$ cat config.mk
export PLATFORM = sky130hd
export DESIGN_NAME = lru_page_replacement_top
export DESIGN_NICKNAME = d
export VERILOG_FILES = /design/src/rtl/lrupr_pkg.sv /design/src/rtl/lrupr_select.sv /design/src/rtl/lrupr_frames.sv /design/src/rtl/lru_page_replacement_top.sv
export SDC_FILE = /design/constraint.sdc
export NUM_CORES = 1
export LEC_CHECK = 0
export BUFFER_PORTS_ARGS = -buffer_cell sky130_fd_sc_hd__buf_2
export CAP_MARGIN = 20
export CORE_MARGIN = 8
export CORE_UTILIZATION = 35
export CTS_BUF_LIST = sky130_fd_sc_hd__clkbuf_4
export DETAILED_ROUTE_END_ITERATION = 10
export PLACE_DENSITY_LB_ADDON = 0.2
export SLEW_MARGIN = 40
export SYNTH_ARGS = -nofsm -noshare
export SYNTH_HDL_FRONTEND = slang
export SYNTH_SLANG_ARGS = --single-unit
$ cat constraint.sdc
create_clock -name clk_i -period 10.1 [get_ports clk_i]
set_input_delay 0.505 -clock clk_i [delete_from_list [all_inputs] [get_ports clk_i]]
set_output_delay 0.505 -clock clk_i [all_outputs]
set_load 0.05 [all_outputs]
$ cat src/rtl/lrupr_pkg.sv
// Shared constants and result type for the LRU page replacement block.
`default_nettype none

package lrupr_pkg;

  localparam int PAGE_IN_W   = 16;
  localparam int FRAME_OUT_W = 2;
  localparam int FAULT_W     = 16;
  localparam int IN_DATA_W   = 16;
  localparam int OUT_DATA_W  = 24;

  localparam logic [FAULT_W-1:0] FAULT_MAX = {FAULT_W{1'b1}};

  // Packed so that hit lands in the lowest bit.
  typedef struct packed {
    logic [FAULT_W-1:0]     fault_count;
    logic [FRAME_OUT_W-1:0] frame_index;
    logic                   hit;
  } lrupr_result_t;

  localparam int RESULT_W = $bits(lrupr_result_t);

endpackage

`default_nettype wire

$ cat src/rtl/lrupr_select.sv
// Frame selection: hit frame, lowest empty frame, or least recently used frame.
`default_nettype none

module lrupr_select
  import lrupr_pkg::*;
#(
  parameter int FRAME_COUNT = 3,
  localparam int IdxW = $clog2(FRAME_COUNT)
) (
  input  logic [FRAME_COUNT-1:0]           match_i,
  input  logic [FRAME_COUNT-1:0]           valid_i,
  input  logic [FRAME_COUNT-1:0][IdxW-1:0] rank_i,
  output logic                             hit_o,
  output logic                             fill_o,
  output logic [IdxW-1:0]                  target_o
);

  localparam logic [IdxW-1:0] OldestRank = IdxW'(FRAME_COUNT - 1);

  logic [IdxW-1:0] match_idx;
  logic [IdxW-1:0] empty_idx;
  logic [IdxW-1:0] lru_idx;

  // Scan from the top so the lowest-numbered candidate wins.
  always_comb begin
    match_idx = '0;
    empty_idx = '0;
    lru_idx   = '0;
    for (int i = FRAME_COUNT - 1; i >= 0; i--) begin
      if (match_i[i]) begin
        match_idx = IdxW'(i);
      end
      if (!valid_i[i]) begin
        empty_idx = IdxW'(i);
      end
      // With every frame valid the ranks are a permutation, so the oldest is unique.
      if (rank_i[i] == OldestRank) begin
        lru_idx = IdxW'(i);
      end
    end
  end

  assign hit_o  = |match_i;
  assign fill_o = !hit_o && !(&valid_i);

  always_comb begin
    if (hit_o) begin
      target_o = match_idx;
    end else if (fill_o) begin
      target_o = empty_idx;
    end else begin
      target_o = lru_idx;
    end
  end

endmodule

`default_nettype wire

$ cat src/rtl/lrupr_frames.sv
// Frame table, recency ranks and fault counter, all updated together when enabled.
`default_nettype none

module lrupr_frames
  import lrupr_pkg::*;
#(
  parameter int FRAME_COUNT = 3,
  parameter int PAGE_BITS   = 16,
  localparam int KeyW = (PAGE_BITS < PAGE_IN_W) ? PAGE_BITS : PAGE_IN_W
) (
  input  logic            clk_i,
  input  logic            rst_ni,
  input  logic            en_i,
  input  logic [KeyW-1:0] page_i,
  output lrupr_result_t   result_o
);

  localparam int IdxW = $clog2(FRAME_COUNT);

  logic [FRAME_COUNT-1:0][KeyW-1:0] page_q;
  logic [FRAME_COUNT-1:0]           valid_q, valid_d;
  logic [FRAME_COUNT-1:0][IdxW-1:0] rank_q, rank_d;
  logic [FAULT_W-1:0]               fault_q, fault_d;

  logic [FRAME_COUNT-1:0] match;
  logic                   hit;
  logic                   fill;
  logic [IdxW-1:0]        target;
  logic [IdxW-1:0]        target_rank;

  always_comb begin
    for (int i = 0; i < FRAME_COUNT; i++) begin
      match[i] = valid_q[i] && (page_q[i] == page_i);
    end
  end

  lrupr_select #(
    .FRAME_COUNT(FRAME_COUNT)
  ) u_select (
    .match_i (match),
    .valid_i (valid_q),
    .rank_i  (rank_q),
    .hit_o   (hit),
    .fill_o  (fill),
    .target_o(target)
  );

  assign target_rank = rank_q[target];

  // Age every valid frame younger than the target; a fill ages all valid frames.
  always_comb begin
    valid_d = valid_q;
    valid_d[target] = 1'b1;
    for (int i = 0; i < FRAME_COUNT; i++) begin
      if (IdxW'(i) == target) begin
        rank_d[i] = '0;
      end else if (valid_q[i] && (fill || (rank_q[i] < target_rank))) begin
        rank_d[i] = rank_q[i] + IdxW'(1);
      end else begin
        rank_d[i] = rank_q[i];
      end
    end
  end

  assign fault_d = (!hit && (fault_q != FAULT_MAX)) ? fault_q + FAULT_W'(1) : fault_q;

  always_ff @(posedge clk_i or negedge rst_ni) begin
    if (!rst_ni) begin
      valid_q <= '0;
      rank_q  <= '0;
      fault_q <= '0;
    end else if (en_i) begin
      valid_q <= valid_d;
      rank_q  <= rank_d;
      fault_q <= fault_d;
    end
  end

  always_ff @(posedge clk_i) begin
    if (en_i && !hit) begin
      page_q[target] <= page_i;
    end
  end

  assign result_o.hit         = hit;
  assign result_o.frame_index = FRAME_OUT_W'(target);
  assign result_o.fault_count = fault_d;

endmodule

`default_nettype wire

$ cat src/rtl/lru_page_replacement_top.sv
// Top level of the LRU page replacement block: input and result registers.
//
// One page reference enters on the s_axis channel; one result leaves on the
// m_axis channel for every reference, in order. A result carries the hit flag,
// the frame now holding the page and the running fault count (saturating).
// The reference is registered in the input register when accepted; the frame
// compare, victim choice and recency update then run combinationally from it
// into the result register, loaded in the same cycle as the frame table.
// Throughput is one reference per cycle unless m_axis_tready stalls the
// result; all frames are compared in parallel and the table updates in the
// same cycle, so the next reference sees it.
// Reset empties all frames, clears the recency ranks and the fault counter,
// and drops any request in flight.
// When the receiver holds m_axis_tready low, the result register holds its
// value, the input register holds one more reference, and s_axis_tready
// falls once both are full.
`default_nettype none

module lru_page_replacement_top
  import lrupr_pkg::*;
#(
  parameter int FRAME_COUNT = 3,
  parameter int PAGE_BITS   = 16
) (
  input  logic                  clk_i,
  input  logic                  rst_ni,
  input  logic                  s_axis_tvalid,
  output logic                  s_axis_tready,
  input  logic [IN_DATA_W-1:0]  s_axis_tdata,   // [15:0] page_number
  output logic                  m_axis_tvalid,
  input  logic                  m_axis_tready,
  output logic [OUT_DATA_W-1:0] m_axis_tdata    // [0] hit, [2:1] frame_index,
                                                // [18:3] fault_count, [23:19] zero
);

  localparam int KeyW = (PAGE_BITS < PAGE_IN_W) ? PAGE_BITS : PAGE_IN_W;

  logic            in_valid_q;
  logic [KeyW-1:0] in_page_q;
  logic            out_valid_q;
  lrupr_result_t   out_q;
  lrupr_result_t   result;
  logic            advance;

  assign advance       = in_valid_q && (!out_valid_q || m_axis_tready);
  assign s_axis_tready = !in_valid_q || advance;

  always_ff @(posedge clk_i or negedge rst_ni) begin
    if (!rst_ni) begin
      in_valid_q  <= 1'b0;
      out_valid_q <= 1'b0;
    end else begin
      if (s_axis_tready) begin
        in_valid_q <= s_axis_tvalid;
      end
      if (advance) begin
        out_valid_q <= 1'b1;
      end else if (m_axis_tready) begin
        out_valid_q <= 1'b0;
      end
    end
  end

  always_ff @(posedge clk_i) begin
    if (s_axis_tready && s_axis_tvalid) begin
      in_page_q <= s_axis_tdata[KeyW-1:0];
    end
    if (advance) begin
      out_q <= result;
    end
  end

  lrupr_frames #(
    .FRAME_COUNT(FRAME_COUNT),
    .PAGE_BITS  (PAGE_BITS)
  ) u_frames (
    .clk_i   (clk_i),
    .rst_ni  (rst_ni),
    .en_i    (advance),
    .page_i  (in_page_q),
    .result_o(result)
  );

  assign m_axis_tvalid = out_valid_q;
  assign m_axis_tdata  = {{(OUT_DATA_W - RESULT_W){1'b0}}, out_q};

endmodule

`default_nettype wire

==> results of run 1 <==
-- layer usage --
layer,global-route usage,vias up
met3,0.0308,13
met4,0.0439,0
met5,0,-
met2,0.187,67
met1,0.146,1475
li1,-,1499
-- cell usage in the layout, fill, tap and decap left out, types with 13 or more instances in the layout --
cell type,n
buf_2,40
dfrtp_1,27
edfxtp_1,83
nand2_1,31
nand3_1,13
nand4_1,17
nor2_1,28
nor3_1,13
xnor2_1,49
xor2_1,29
-- through the flow --
stage               worst slack [ns]  total power [mW]  std cells
finish                          6.96              1.34        629
global placement                7.03              1.13        611
CTS                             6.90              1.35        629
global route                    6.65              1.42        629
detailed placement              6.94              1.14        612
floorplan                       6.90              1.02        395
-- kinds of logic after synthesis --
group / after synthesis / synth area share
AOI/OAI and AO/OA: 35 / 0.0573
adders and majority gates: 5 / 0.0120
and+or+nand+nor: 134 / 0.141
muxes: 5 / 0.0103
other: 1 / 0.000737
DFF: 110 / 0.623
xor gates and xnor gates: 78 / 0.134
buffers and inverters: 23 / 0.0216
-- registers in the layout, summed over array words and instances, names as in the netlist --
signal and flops:
u_frames.valid_q 3, m_axis_tdata 19, u_frames.page_q 48, u_frames.rank_q 6
m_axis_tvalid 1, in_page_q 16, in_valid_q 1, u_frames.fault_q 16
-- final timing paths --
check	start	endpoint	cells past startpoint
setup / recovery	in_page_q[5]	u_frames.rank_q[5]	9
hold / removal	s_axis_tdata[14]	in_page_q[14]	1
setup reg to reg	in_page_q[5]	u_frames.rank_q[5]	9
hold reg to reg	in_valid_q	m_axis_tvalid	1
max in group asynchronous	rst_ni	in_valid_q	2
min in group asynchronous	rst_ni	u_frames.fault_q[12]	2
-- timing repair --
action	in CTS	in global routing
endpoints found under the hold margin	11	0
endpoints found under the setup margin	0	0
hold buffers	1	0
-- final cells by class --
type / instances / area (um2) / area share
Clock inverter: 6 / 46.3 / 0.00820
Timing Repair Buffer: 45 / 244 / 0.0432
Sequential cell: 110 / 3170 / 0.561
Multi-Input combinational cell: 262 / 1840 / 0.326
Tap cell: 184 / 230 / 0.0408
Clock buffer: 10 / 75.1 / 0.0133
Inverter: 12 / 45.0 / 0.00798
-- power breakdown --
group          leakage, nW  internal (mW)  switching, mW  total, mW
logic                0.957          0.176          0.291      0.467
clock network       0.0703         0.0559          0.151      0.207
registers             1.10          0.593         0.0701      0.663
-- critical path, delay by kind of cell (launching register included) --
family | cells | cell delay (ns)
compound gates | 5 | 1.33
xor+xnor | 1 | 0.36
flops | 1 | 0.52
mux | 1 | 0.22
simple gates | 2 | 0.67
==> impl_metrics.py, run 1 <==
metrics = {
    "logic_synthesis": {
        "yosysTopAreaCell": "edfxtp_1",
        "synth_cells": 391,
        "syn_area_um2": 5090,
        "synth_edf_count": 83,
        "ys.warnings.count": 0,
        "yosys.cell_count.top_type": "edfxtp_1",
        "synth_area_leaders": "edfxtp_1 (49%), dfrtp_1 (13%), xnor2_1 (8.4%)",
        "yosysUniqueCellTypes": 58,
        "ys_seq_elements": 110,
        "syn_avg_cell_area_um2": 13.0,
        "async_flop_share": 0.245,
        "yosysSeqAreaShare": 0.623,
        "synth_common_cells": "edfxtp_1 (83), xnor2_1 (49), nand2_1 (31)",
        "synth_top_area_frac": 0.490,
        "synth_flop_cell": "edfxtp_1",
    },
    "routing": {
        "route.met3.wl_um": 477,
        "ant_nets": 0,
        "drt-met1-wl_um": 4660,
        "routed_wl_um": 10200,
        "wl_per_cell_um": 16.2,
        "via_count": 3054,
        "dr.max_layer_used": "met4",
        "drtIter0Drc": 185,
        "met2_length_um": 4880,
        "firstDrtPassIters": 4,
        "drc": 0,
        "vias_per_cell": 4.86,
    },
    "power": {
        "leakagePower_nw": 2.12,
        "power-per-cell-area_nw_per_um2": 237,
        "ir_drop_v": 0.0000838,
    },
    "job": {
        "drv_cap": 0,
    },
    "timing": {
        "hold_viol": 0,
        "setup_viol": 0,
        "rsz0062_at_grt": "no",
        "hold_slack_ns": 0.177,
        "post-route-min-period_ns": 3.14,
        "fin_crit_sh": 0.311,
        "drv_slew": 0,
        "skew_ns": 0.0267,
        "max_freq_ghz": 0.318,
        "relSlewSlack": 0.509,
        "tightestPinTransition_ns": 0.730,
        "fin_tns_setup_ns": 0,
    },
    "clocking": {
        "cts_buffer_depth": 2,
        "post_cts_resized": 0,
        "clock_latency_ns": 0.49,
        "cts_root_buf": "clkbuf_4",
        "clkSinkCount": 110,
        "cts_made_buffers": 9,
        "path_clk_slew_ns": 0.18,
        "post_cts_buffers": 0,
        "ctsHtreeMaxLevel": 3,
        "cts_tree": "done",
    },
    "finish": {
        "final_area_um2": 5650,
        "fillerInstances": 1360,
        "syn2layout_area_growth_pct": 11.0,
        "final_nets": 464,
        "drive_gt1_frac": 0.184,
        "diodes": 0,
        "utilization": 0.393,
    },
    "global_route": {
        "grt_pass1_wl_um": 16700,
        "grt_pass1_vias": 3143,
        "grt_usage": 0.116,
        "grt_max_degree": 28,
        "antenna_found_initial": 0,
        "grt-ovfl-total": 0,
    },
    "setup_path": {
        "cp_cell_sequence": "xnor2_1 > nand4_1 > nor4_4 > a21oi_1 > a2111oi_1 > o21bai_2 > o32ai_1 > o2111ai_2 > mux2i_1",
        "crit_required_ns": 10.53,
        "start_kind": "flip-flop",
        "cp_max_fo": 6,
        "cp.arrival_ns": 3.57,
        "cp_slowest_cell": "edfxtp_1",
        "end_kind": "flip-flop",
        "reg2reg_setup_slack_ns": 6.96,
        "cpPeakStageDelay_ns": 0.52,
        "crit_type": "flip-flop to flip-flop",
    },
    "floorplan": {
        "core-area_um2": 14400,
        "start_util": 0.354,
        "dieWidth_um": 137,
        "die-area_um2": 18700,
        "num_rows": 44,
        "num_io_pins": 46,
        "die_h_um": 137,
    },
    "outcome": {
        "status": "complete, no violations",
    },
    "hold_path": {
        "hold_class": "input pin to flip-flop",
    },
    "placed_design": {
        "dp_hpwl_um": 7350,
        "placed_area_um2": 5510,
        "portBuffers": 40,
        "gp_routability_congestion": 0.851,
    },
}
Note: power is estimated with default switching activity, not from simulation.
==> run 2: changes to the inputs <==
Clock period 10.1 ns to 2.8 ns, I/O delays scaled along.
==> run 2 against run 1 <==
Net effect:
- the run now ends with setup timing left
- first-iteration DRC count is 15% lower
- clock-buffer cell count is 2 higher
- global-route usage is 0.43 points higher
- critical path depth grew 2
- die area unchanged
- highest routed layer unchanged
==> impl_metrics.py, run 2 (synthesis results as in run 1) <==
metrics = {
    "timing": {
        "rsz0062_at_grt": "yes",
        "tightestPinTransition_ns": 0.650,
        "setup_viol": 2,
        "skew_ns": 0.0189,
        "post-route-min-period_ns": 2.81,
        "hold_viol": 0,
        "relSlewSlack": 0.567,
        "fin_crit_sh": 1.01,
        "hold_slack_ns": 0.180,
        "worst_slack_ns": -0.0143,
        "drv_slew": 0,
        "max_freq_ghz": 0.355,
    },
    "floorplan": {
        "dieWidth_um": 137,
        "num_rows": 44,
        "core-area_um2": 14400,
        "start_util": 0.354,
        "die-area_um2": 18700,
        "die_h_um": 137,
        "num_io_pins": 46,
    },
    "routing": {
        "wl_per_cell_um": 15.4,
        "drtIter0Drc": 158,
        "via_count": 3313,
        "firstDrtPassIters": 4,
        "vias_per_cell": 4.68,
        "ant_nets": 0,
        "drc": 0,
        "routed_wl_um": 10900,
    },
    "power": {
        "ir_drop_v": 0.000360,
        "finalPower_mw": 5.35,
        "power-per-cell-area_nw_per_um2": 818,
        "leakagePower_nw": 2.57,
    },
    "placed_design": {
        "post-place-ws_ns": -0.184,
        "dp_hpwl_um": 7690,
        "placed_area_um2": 5900,
        "gp_routability_congestion": 0.773,
        "portBuffers": 40,
    },
    "clocking": {
        "path_clk_slew_ns": 0.17,
        "cts_buffer_depth": 2,
        "clock_latency_ns": 0.51,
        "ctsHtreeMaxLevel": 3,
        "cts_made_buffers": 9,
        "clkSinkCount": 110,
        "cts_root_buf": "clkbuf_4",
        "cts_tree": "done",
    },
    "setup_path": {
        "cp.arrival_ns": 3.24,
        "crit_required_ns": 3.23,
        "reg2reg_setup_slack_ns": -0.01,
        "r2r-end": "u_frames.rank_q[5]",
        "startpoint": "in_page_q[0]",
        "cp_max_fo": 5,
        "start_kind": "flip-flop",
        "end_kind": "flip-flop",
        "timing.rr.start": "in_page_q[0]",
        "crit_type": "flip-flop to flip-flop",
        "reg2reg_depth": 11,
    },
    "outcome": {
        "violations": "setup timing",
        "status": "finished with violations",
    },
    "finish": {
        "final_common_cell": "edfxtp_1",
        "drive_gt1_frac": 0.319,
        "layout_common_cells": "edfxtp_1 (83), buf_4 (55), xnor2_1 (41), buf_2 (40), nand2_1 (31)",
        "largest_reg_flops": 48,
        "final_nets": 542,
        "final_area_um2": 6540,
        "syn2layout_area_growth_pct": 28.6,
        "largest_register": "u_frames.page_q",
        "utilization": 0.455,
    },
    "global_route": {
        "grt-ovfl-total": 0,
        "grt_pass1_wl_um": 17200,
        "grt_pass1_vias": 3371,
        "grt_usage": 0.120,
        "grt_max_degree": 28,
        "antenna_found_initial": 1,
    },
    "job": {
        "drv_cap": 0,
    },
    "hold_path": {
        "hold_class": "input pin to async pin",
    },
}
==> run 2: cell count changes in the layout (fill, tap and decap cells not counted), moves of 4 or more <==
cell           delta
buf_4            +52
buf_6             +4
dlygate4sd3_1    +19
nor3_2            +4
xnor2_1           -8
xnor2_2           +7
==> run 2: routing by layer <==
layer,track usage,part of all wire
met4,0.0494,0.018
met5,0,0
met2,0.198,0.49
met3,0.0345,0.043
met1,0.144,0.45
==> run 2: how the worst max path moves through the flow <==
stage                         endpoint  slack [ns]  depth (start not counted)
finish              u_frames.rank_q[5]       -0.01                         11
global route        u_frames.rank_q[4]       -0.16                          9
CTS                 u_frames.rank_q[5]      -0.004                         10
detailed placement  u_frames.rank_q[5]       -0.18                         10
global placement    u_frames.rank_q[5]       -0.16                         10
floorplan           u_frames.page_q[0]        0.02                          7
==> run 2: repair_timing <==
item / in CTS / in global routing
pin swaps: 8 / 7
gates resized for setup: 10 / 29
hold buffers: 20 / 0
endpoints found under the hold margin: 45 / 0
endpoints found under the setup margin: 30 / 62
setup buffers: 5 / 9
==> run 2: final cells by class <==
cell class / instances / area, um2
Inverter: 12 / 45.0
Tap cell: 184 / 230
Sequential cell: 110 / 3170
Antenna cell: 1 / 2.50
Multi-Input combinational cell: 262 / 2050
Fill cell: 1308 / 7830
Timing Repair Buffer: 123 / 930
Clock inverter: 4 / 26.3
Clock buffer: 12 / 90.1
==> run 2: worst max-delay path, cell delays in order, from the launching register on <==
cell and delay, ns:
edfxtp_1 0.56, xor2_2 0.21, nor4_2 0.36, nand2_1 0.20
nor4_4 0.26, buf_4 0.19, o21ai_4 0.06, buf_6 0.14
o21bai_4 0.20, o32ai_2 0.12, o2111ai_2 0.23, mux2i_1 0.22
==> run 2: stage by stage <==
stage | cells | setup TNS (ns)
floorplan | 395 | 0
global placement | 659 | -2.08
detailed placement | 659 | -1.78
CTS | 700 | -0.00444
global route | 708 | -3.18
finish | 708 | -0.0174
==> run 2: where the power goes <==
group	switching, mW	internal [mW]
Clock	0.519	0.212
Sequential	0.248	2.14
Combinational	1.22	1.02
Total	1.98	3.37
==> run 3: changes to the inputs <==
--- a/config.mk
+++ b/config.mk
@@ -12,5 +12,5 @@
 export CTS_BUF_LIST = sky130_fd_sc_hd__clkbuf_4
 export DETAILED_ROUTE_END_ITERATION = 10
-export PLACE_DENSITY_LB_ADDON = 0.2
+export PLACE_DENSITY_LB_ADDON = 0.3
 export SLEW_MARGIN = 40
 export SYNTH_ARGS = -nofsm -noshare
==> constraint.sdc (replaced) <==
create_clock -name clk_i -period 2.8 [get_ports clk_i]
set_input_delay 0.7 -clock clk_i [delete_from_list [all_inputs] [get_ports clk_i]]
set_output_delay 0.7 -clock clk_i [all_outputs]
set_load 0.05 [all_outputs]
==> run 3 against run 2 <==
Net effect:
- the run still ends with setup timing left
- clock-buffer cell count down 3
- design area down 2.9%
- via count up 1.8%
- sequential share of layout area up 1.5 points
- routed wire length up 0.25%
- critical path type unchanged
- register-to-register slack worse by 0.04 ns
- flip-flop and latch count unchanged
- clock power down 7.0%
- die area unchanged
- power down 0.21%
- largest cell class unchanged
- first-iteration DRC count up 32%
- utilization down 1.3 points
==> impl_metrics.py, run 3 (synthesis results as in run 1) <==
metrics = {
    "setup_path": {
        "cp.arrival_ns": 3.25,
        "cp_slowest_cell": "edfxtp_1",
        "crit_top_cell": "nand4_1",
        "cp_cell_sequence": "xnor2_2 > nand4_1 > nor4_4 > a21o_1 > a2111oi_4 > a2111o_1 > o211ai_2 > buf_4 > nand4_1 > o221ai_1",
        "end_kind": "flip-flop",
        "cpPeakStageDelay_ns": 0.55,
        "crit_type": "flip-flop to flip-flop",
        "crit_required_ns": 3.20,
        "cp_max_fo": 5,
        "start_kind": "flip-flop",
    },
    "floorplan": {
        "die_h_um": 137,
        "core-area_um2": 14400,
        "start_util": 0.354,
        "num_io_pins": 46,
        "num_rows": 44,
        "die-area_um2": 18700,
        "dieWidth_um": 137,
    },
    "outcome": {
        "status": "finished with violations",
        "violations": "setup timing",
    },
    "routing": {
        "vias_per_cell": 4.86,
        "wl_per_cell_um": 15.8,
        "firstDrtPassIters": 4,
        "routed_wl_um": 10900,
        "drc": 0,
        "drtIter0Drc": 208,
        "ant_nets": 0,
        "via_count": 3371,
    },
    "finish": {
        "utilization": 0.442,
        "syn2layout_area_growth_pct": 24.8,
        "largest_reg_flops": 48,
        "final_cells": 693,
        "diodes": 0,
        "drive_gt1_frac": 0.330,
        "layout_common_cells": "edfxtp_1 (83), buf_4 (62), buf_2 (40), xnor2_1 (38), nand2_1 (31)",
        "largest_register": "u_frames.page_q",
        "final_common_cell": "edfxtp_1",
        "final_nets": 528,
    },
    "placed_design": {
        "gp_routability_congestion": 0.831,
        "place_inst": 660,
        "portBuffers": 40,
        "dp_hpwl_um": 7680,
    },
    "job": {
        "drv_cap": 0,
    },
    "clocking": {
        "clock_latency_ns": 0.47,
        "path_clk_slew_ns": 0.17,
        "ctsHtreeMaxLevel": 3,
        "cts_root_buf": "clkbuf_4",
        "cts_tree": "done",
        "cts_made_buffers": 9,
        "clkSinkCount": 110,
        "cts_buffer_depth": 2,
    },
    "power": {
        "finalPower_mw": 5.34,
        "ir_drop_v": 0.000368,
        "power-per-cell-area_nw_per_um2": 841,
        "leakagePower_nw": 2.51,
    },
    "timing": {
        "hold_slack_ns": 0.229,
        "hold_viol": 0,
        "worst_slack_ns": -0.0509,
        "post-route-min-period_ns": 2.85,
        "max_freq_ghz": 0.351,
        "fin_tns_setup_ns": -0.0509,
        "rsz0062_at_grt": "yes",
        "fin_crit_sh": 1.02,
        "drv_slew": 0,
        "setup_viol": 1,
        "skew_ns": 0.0270,
        "relSlewSlack": 0.554,
        "tightestPinTransition_ns": 0.669,
    },
    "global_route": {
        "grt_use_met3": 0.0327,
        "use_met1": 0.142,
        "grt-ovfl-total": 0,
        "grt_pass1_vias": 3427,
        "grt_busiest_layer": "met2",
        "grt_usage": 0.118,
        "grt_max_degree": 28,
        "use_met2": 0.197,
        "grt_pass1_wl_um": 17200,
        "antenna_found_initial": 0,
    },
    "hold_path": {
        "hold_class": "input pin to async pin",
    },
}
==> run 3: routing by layer <==
| layer | vias up | wire, um |
|---|---|---|
| li1 | 1639 | - |
| met1 | 1636 | 4700 |
| met2 | 79 | 5510 |
| met3 | 17 | 520 |
| met4 | 0 | 218 |
| met5 | - | 0 |
==> run 3: through the flow <==
step / worst slack, ns / instance area, um2
floorplan: 0.0243 / 5110
CTS: -0.00682 / 6080
global placement: -0.0610 / 5900
finish: -0.0509 / 6350
detailed placement: -0.130 / 5900
global route: -0.167 / 6350
==> run 3: final timing paths <==
kind                            slack (ns)  cells after the start                    to             start
worst min-delay path                  0.23                      1    u_frames.rank_q[4]            rst_ni
max in group asynchronous             2.11                      1  u_frames.fault_q[15]            rst_ni
worst min register to register        0.52                      1         m_axis_tvalid        in_valid_q
worst max register to register       -0.05                     10    u_frames.rank_q[2]      in_page_q[0]
worst max-delay path                 -0.05                     10    u_frames.rank_q[2]      in_page_q[0]
min in group clk_i                    0.39                      1         in_page_q[14]  s_axis_tdata[14]
==> run 3: cell type report <==
type                    instances  area, um2
fillers                      1298       8020
flip-flops and latches        110       3170
multi-input cells             262       2030
repair buffers                109        771
well taps                     184        230
clock buffers                   9       67.6
inverters                      12       47.5
clock inverters                 7       40.0
==> run 3: worst max-delay path: cells and delay by family (launching register included) <==
kind                   cells  cell delay (ns)
XOR/XNOR                   1             0.21
AND/OR/NAND/NOR            3             0.76
AO/OA/AOI/OAI              5             1.11
buffers and inverters      1             0.15
flip-flops                 1             0.55
==> run 3: report_power, final <==
part | leakage [nW] | switching, mW | internal, mW | total [mW]
logic | 1.35 | 1.27 | 1.03 | 2.30
clock network | 0.0601 | 0.503 | 0.178 | 0.681
registers | 1.10 | 0.223 | 2.14 | 2.36
total | 2.51 | 1.99 | 3.35 | 5.34
==> run 3: what timing repair did <==
action | CTS | global route
gates resized for setup | 7 | 29
buffers inserted | 3 | 16
endpoints found under the setup margin | 39 | 78
hold buffers | 0 | 0
pin swaps | 4 | 23
